**config.mk**
```make
export PLATFORM = sky130hd
export DESIGN_NAME = cht_front_flat
export DESIGN_NICKNAME = d
export VERILOG_FILES = /design/src/rtl/cht_pkg.sv /design/src/rtl/cht_req_if.sv /design/src/rtl/cht_front.sv /design/src/flat_wrapper.sv
export SDC_FILE = /design/constraint.sdc
export NUM_CORES = 1
export LEC_CHECK = 0
export BUFFER_PORTS_ARGS = -buffer_cell sky130_fd_sc_hd__buf_2
export CORE_MARGIN = 2
export CORE_UTILIZATION = 40
export DETAILED_ROUTE_END_ITERATION = 10
export PLACE_DENSITY = 0.67
export SKIP_CTS_REPAIR_TIMING = 1
export SLEW_MARGIN = 10
export SYNTH_ARGS = -nofsm -noshare
export SYNTH_HDL_FRONTEND = slang
export SYNTH_SLANG_ARGS = --single-unit
```
**constraint.sdc**
```tcl
create_clock -name clk_i -period 8.6 [get_ports clk_i]
set_input_delay 1.29 -clock clk_i [delete_from_list [all_inputs] [get_ports clk_i]]
set_output_delay 1.29 -clock clk_i [all_outputs]
set_load 0.05 [all_outputs]
```
**src/rtl/cht_pkg.sv**
```systemverilog
package cht_pkg;
  localparam int NumBuckets     = 256;
  localparam int SlotsPerBucket = 8;
  localparam int ValueWidth     = 32;
  localparam int KeyWidth       = 31;
  localparam int CfgWidth       = 9;
  localparam int OutWidth       = 32;

  typedef enum logic [1:0] {
    ACT_INSERT = 2'd0,
    ACT_SEARCH = 2'd1,
    ACT_REMOVE = 2'd2,
    ACT_NONE   = 2'd3
  } action_e;

  typedef enum logic [2:0] {
    ST_UPDATED   = 3'd0,
    ST_INSERTED  = 3'd1,
    ST_FOUND     = 3'd2,
    ST_NOT_FOUND = 3'd3,
    ST_REMOVED   = 3'd4,
    ST_FULL      = 3'd5
  } status_e;
endpackage

```
**src/rtl/cht_req_if.sv**
```systemverilog
interface cht_req_if;
  logic        valid;
  logic        ready;
  logic [1:0]  action;
  logic [30:0] key;
  logic [31:0] value;
  modport source (output valid, action, key, value, input ready);
  modport sink (input valid, action, key, value, output ready);
endinterface

```
**src/rtl/cht_front.sv**
```systemverilog
// accepts requests and computes the bucket by restoring division, one bit a cycle
module cht_front #(
  parameter int NumBuckets = cht_pkg::NumBuckets,
  parameter int BktW       = (NumBuckets > 1) ? $clog2(NumBuckets) : 1
) (
  input  logic                   clk_i,
  input  logic                   rst_ni,
  input  logic [cht_pkg::CfgWidth-1:0] bucket_count_i,
  cht_req_if.sink                req,
  output logic                   q_valid_o,
  input  logic                   q_ready_i,
  output logic [1:0]             q_action_o,
  output logic [cht_pkg::KeyWidth-1:0] q_key_o,
  output logic [31:0]            q_value_o,
  output logic [BktW-1:0]        q_bucket_o
);
  localparam int KW = cht_pkg::KeyWidth;
  localparam int RW = 18;

  logic          busy_q, done_q;
  logic [4:0]    cnt_q;
  logic [RW-1:0] rem_q, div_q, trial;
  logic [KW-1:0] key_q;
  logic [1:0]    act_q;
  logic [31:0]   val_q;
  logic [16:0]   eff;

  always_comb begin
    eff = 17'(bucket_count_i);
    if (eff == 17'd0) eff = 17'd1;
    if (eff > 17'(NumBuckets)) eff = 17'(NumBuckets);
  end

  assign req.ready  = !busy_q && !done_q;
  assign trial      = {rem_q[RW-2:0], key_q[5'(KW-1) - cnt_q]};
  assign q_valid_o  = done_q;
  assign q_action_o = act_q;
  assign q_key_o    = key_q;
  assign q_value_o  = val_q;
  assign q_bucket_o = BktW'(rem_q);

  always_ff @(posedge clk_i or negedge rst_ni) begin
    if (!rst_ni) begin
      busy_q <= 1'b0;
      done_q <= 1'b0;
      cnt_q  <= '0;
    end else if (req.valid && req.ready) begin
      busy_q <= 1'b1;
      cnt_q  <= '0;
    end else if (busy_q) begin
      cnt_q <= cnt_q + 5'd1;
      if (cnt_q == 5'(KW-1)) begin
        busy_q <= 1'b0;
        done_q <= 1'b1;
      end
    end else if (done_q && q_ready_i) begin
      done_q <= 1'b0;
    end
  end

  always_ff @(posedge clk_i) begin
    if (req.valid && req.ready) begin
      key_q <= req.key;
      act_q <= req.action;
      val_q <= req.value;
      rem_q <= '0;
      div_q <= RW'(eff);
    end else if (busy_q) begin
      rem_q <= (trial >= div_q) ? trial - div_q : trial;
    end
  end
endmodule

```
**src/flat_wrapper.sv**
```systemverilog
// flat-port wrapper written by rule: the top's interface ports become plain ports
module cht_front_flat 
#(
  parameter int NumBuckets = cht_pkg::NumBuckets,
  parameter int BktW       = (NumBuckets > 1) ? $clog2(NumBuckets) : 1
)
  (clk_i, rst_ni, bucket_count_i, q_valid_o, q_ready_i, q_action_o, q_key_o, q_value_o, q_bucket_o, req_valid, req_action, req_key, req_value, req_ready);
  cht_req_if req_i ();
  input  logic clk_i;
  input  logic rst_ni;
  input  logic [cht_pkg::CfgWidth-1:0] bucket_count_i;
  output logic q_valid_o;
  input  logic q_ready_i;
  output logic [1:0] q_action_o;
  output logic [cht_pkg::KeyWidth-1:0] q_key_o;
  output logic [31:0] q_value_o;
  output logic [BktW-1:0] q_bucket_o;
  input wire logic [$bits(req_i.valid)-1:0] req_valid;
  input wire logic [$bits(req_i.action)-1:0] req_action;
  input wire logic [$bits(req_i.key)-1:0] req_key;
  input wire logic [$bits(req_i.value)-1:0] req_value;
  output wire logic [$bits(req_i.ready)-1:0] req_ready;
  assign req_i.valid = req_valid;
  assign req_i.action = req_action;
  assign req_i.key = req_key;
  assign req_i.value = req_value;
  assign req_ready = req_i.ready;
  cht_front #(.NumBuckets(NumBuckets), .BktW(BktW)) u_core (.clk_i(clk_i), .rst_ni(rst_ni), .bucket_count_i(bucket_count_i), .req(req_i), .q_valid_o(q_valid_o), .q_ready_i(q_ready_i), .q_action_o(q_action_o), .q_key_o(q_key_o), .q_value_o(q_value_o), .q_bucket_o(q_bucket_o));
endmodule
```
==> impl_metrics.py <==
metrics = {
    "placement": {
        "dp_hpwl_mm": 7.48,
        "gp_congestion": 0.902,
        "numPortBuffers": 152,
        "dp_slack_ns": 3.93,
    },
    "die": {
        "die_width_um": 107,
        "rows": 37,
        "pin_count": 153,
        "die_h_um": 107,
        "core_area_um2": 10300,
        "dieArea_um2": 11400,
        "initial_core_util_pct": 41.1,
    },
    "logic_synthesis": {
        "synth_xor_xnor_area_share_pct": 2.70,
        "avgSynthCellArea_um2": 14.0,
        "synth_compound_area_share_pct": 9.43,
        "synth.distinct_cells": 51,
        "yosysTopAreaCell": "edfxtp_1",
        "synth_simple_gate_area_share_pct": 9.87,
        "yosysSeqAreaShare_pct": 64.8,
        "syn_inst": 302,
        "synth_nets": 393,
        "async_flop_share_pct": 7.14,
        "synth_mux_area_share_pct": 5.75,
        "synth_edf_count": 74,
        "netlist_top_cells_count": "74 x edfxtp_1, 21 x nand2_1, 18 x o21ai_0",
        "yosys_most_used_dff": "edfxtp_1",
        "yosysMostFrequentCell": "edfxtp_1",
        "synth_top_family_by_area": "simple AND/OR/NAND/NOR gates",
        "netlist.area_leader.share_pct": 52.6,
        "synth_fa_ha_area_share_pct": 4.03,
        "ys_warn_count": 0,
        "synth-seq-cells": 98,
        "syn_area_um2": 4220,
        "ys_top_cells_by_area": "edfxtp_1 53%, dfxtp_1 8.1%, mux4_2 4.8%",
    },
    "sta": {
        "fin_skew_ns": 0.0135,
        "slew_viol_final": 0,
        "timing.final.crit_period_ns": 4.67,
        "tightestPinTransition_ns": 0.978,
        "grt_setup_unrepaired": "false",
        "finalSetupViolCount": 0,
        "period_share_pct": 54.3,
        "tns_ns": 0,
        "whs_ns": 0.468,
        "clock.fmax_ghz": 0.214,
        "finalHoldViolations": 0,
        "slew_headroom_pct": 34.8,
        "layout_setup_ws_ns": 3.93,
    },
    "routing": {
        "vias": 2991,
        "antenna_left": 0,
        "dr.pass1.iters": 4,
        "drtIter0Drc": 133,
        "m1WireLength_mm": 3.80,
        "drc_errors": 0,
        "wl_per_cell_um": 16.6,
        "wl_met3_mm": 1.14,
        "top_layer": "met4",
        "viasPerCell": 5.07,
        "finalWirelength_mm": 9.78,
        "met2_length_mm": 4.65,
    },
    "power_and_ir_drop": {
        "p_leak_nw": 2.14,
        "p_per_area_nw_per_um2": 343,
        "ir_worst_vdd_mv": 0.155,
        "finalPower_w": 0.00180,
    },
    "job": {
        "drv_cap": 0,
    },
    "global_route": {
        "track_usage_pct": 17.6,
        "grt-ovfl-total": 0,
        "grt_pass1_vias": 3138,
        "antenna_found_initial": 0,
        "grt_max_degree": 76,
        "grt_pass1_wl_mm": 15.3,
    },
    "setup_path": {
        "reg2reg_from": "u_core.cnt_q[0]",
        "critPathKind": "register to register",
        "cp-end-kind": "register",
        "cp_data_required_time_ns": 8.87,
        "ff2ff_setup_slack_ns": 3.93,
        "path_cells": "inv_1, ha_1, mux4_2, mux4_2, mux2i_1, ha_1, inv_1, fa_1, a21o_1, a21oi_1, o22ai_1, nor3_4, nand2_1, a32o_1",
        "reg2regPathDepth": 14,
        "critPathArrivalTime_ns": 4.93,
        "cp_slowest_cell": "dfrtp_1",
        "critical_path_peak_fanout": 15,
        "critical_path.max_stage_delay_ns": 0.75,
        "rr_endpoint": "u_core.rem_q[0]",
        "crit_buf_inv": 2,
        "crit_path_start_kind": "register",
        "crit_family": "adder cells",
    },
    "status": {
        "outcome": "finished, final reports clean",
    },
    "finish": {
        "layout.nets": 540,
        "syn_to_final_growth_pct": 24.2,
        "drive_above_1_share_pct": 41.0,
        "num_antenna_cells": 0,
    },
    "worst_hold_path": {
        "hold_depth": 2,
        "hp-class": "register to register",
        "worstHoldEndpoint": "u_core.rem_q[16]",
        "min-delay-start": "u_core.rem_q[16]",
    },
    "clock_tree": {
        "tritoncts": "done",
        "htreeDepth": 3,
        "cts.sinks": 98,
        "clock_latency_ns": 0.36,
        "cts.clk_slew.worst_paths_ns": 0.10,
        "cts_buffer_depth": 2,
        "cts_buffers": 9,
        "cts-root-buf": "clkbuf_8",
    },
}
## tightest hold or removal path: stages, from the launching register on
cell     delay [ns]
dfxtp_1        0.32
nand2_1        0.05
o21ai_0        0.06
## layer usage
| metal | up-vias | global-route usage (%) |
|---|---|---|
| met5 | - | 0 |
| met2 | 136 | 28.1 |
| met3 | 15 | 8.75 |
| met1 | 1402 | 20.0 |
| li1 | 1438 | - |
| met4 | 0 | 7.61 |
## layout by cell type (no fill, tap or decap), types with 7 or more instances in the layout
| cell | instances |
|---|---|
| clkbuf_8 | 9 |
| inv_1 | 12 |
| a21oi_1 | 7 |
| dfxtp_1 | 17 |
| ha_1 | 12 |
| buf_2 | 152 |
| nor2_1 | 11 |
| nor3_1 | 8 |
| dfrtp_1 | 7 |
| mux4_2 | 9 |
| nor2b_1 | 8 |
| xnor2_1 | 11 |
| edfxtp_1 | 74 |
| nand2_1 | 21 |
| o21ai_0 | 18 |
| nand3_1 | 7 |
## worst max path at each step
| stage | startpoint | to | cells past startpoint |
|---|---|---|---|
| 2_1_floorplan | u_core.cnt_q[0] | u_core.rem_q[0] | 16 |
| 3_3_place_gp | u_core.cnt_q[0] | u_core.rem_q[0] | 14 |
| 3_5_place_dp | u_core.cnt_q[0] | u_core.rem_q[0] | 14 |
| 4_1_cts | u_core.cnt_q[0] | u_core.rem_q[0] | 14 |
| 5_1_grt | u_core.cnt_q[0] | u_core.rem_q[0] | 15 |
| 6_report | u_core.cnt_q[0] | u_core.rem_q[0] | 14 |
## metrics by stage
step / instances / instance area [µm²] / utilization [%]
after CTS: 590 / 5240 / 51.0
final: 590 / 5240 / 51.0
after global routing: 590 / 5240 / 51.0
after floorplan: 302 / 4220 / -
after detailed placement: 574 / 5060 / 49.3
after global placement: 574 / 5060 / 49.3
## area by class of cell
cell class	count	area (µm²)
fillers	937	5030
flip-flops and latches	98	2740
multi-input cells	175	1340
repair buffers	153	768
well taps	136	170
clock buffers	10	128
clock inverters	6	51.3
inverters	12	45.0
## power breakdown
| part | leakage [nW] | internal (W) | total (W) | switching, W |
|---|---|---|---|---|
| Combinational | 1.15 | 0.000319 | 0.000802 | 0.000484 |
| Sequential | 0.900 | 0.000618 | 0.000722 | 0.000104 |
| Clock | 0.0927 | 0.000109 | 0.000274 | 0.000164 |
## cells by family after synthesis
logic type / after synthesis
mux: 13
buf+inv: 29
compound gates: 58
flops: 98
simple gates: 78
xor+xnor: 13
fa+ha+maj: 13
## registers in the layout, indices dropped and copies added, names as in the netlist
name and count:
u_core.cnt_q 5, u_core.rem_q 17, u_core.q_key_o 31, u_core.q_value_o 32
u_core.div_q 9, u_core.busy_q 1, u_core.q_action_o 2, u_core.q_valid_o 1
No activity file was read; power rests on OpenSTA's default activity.
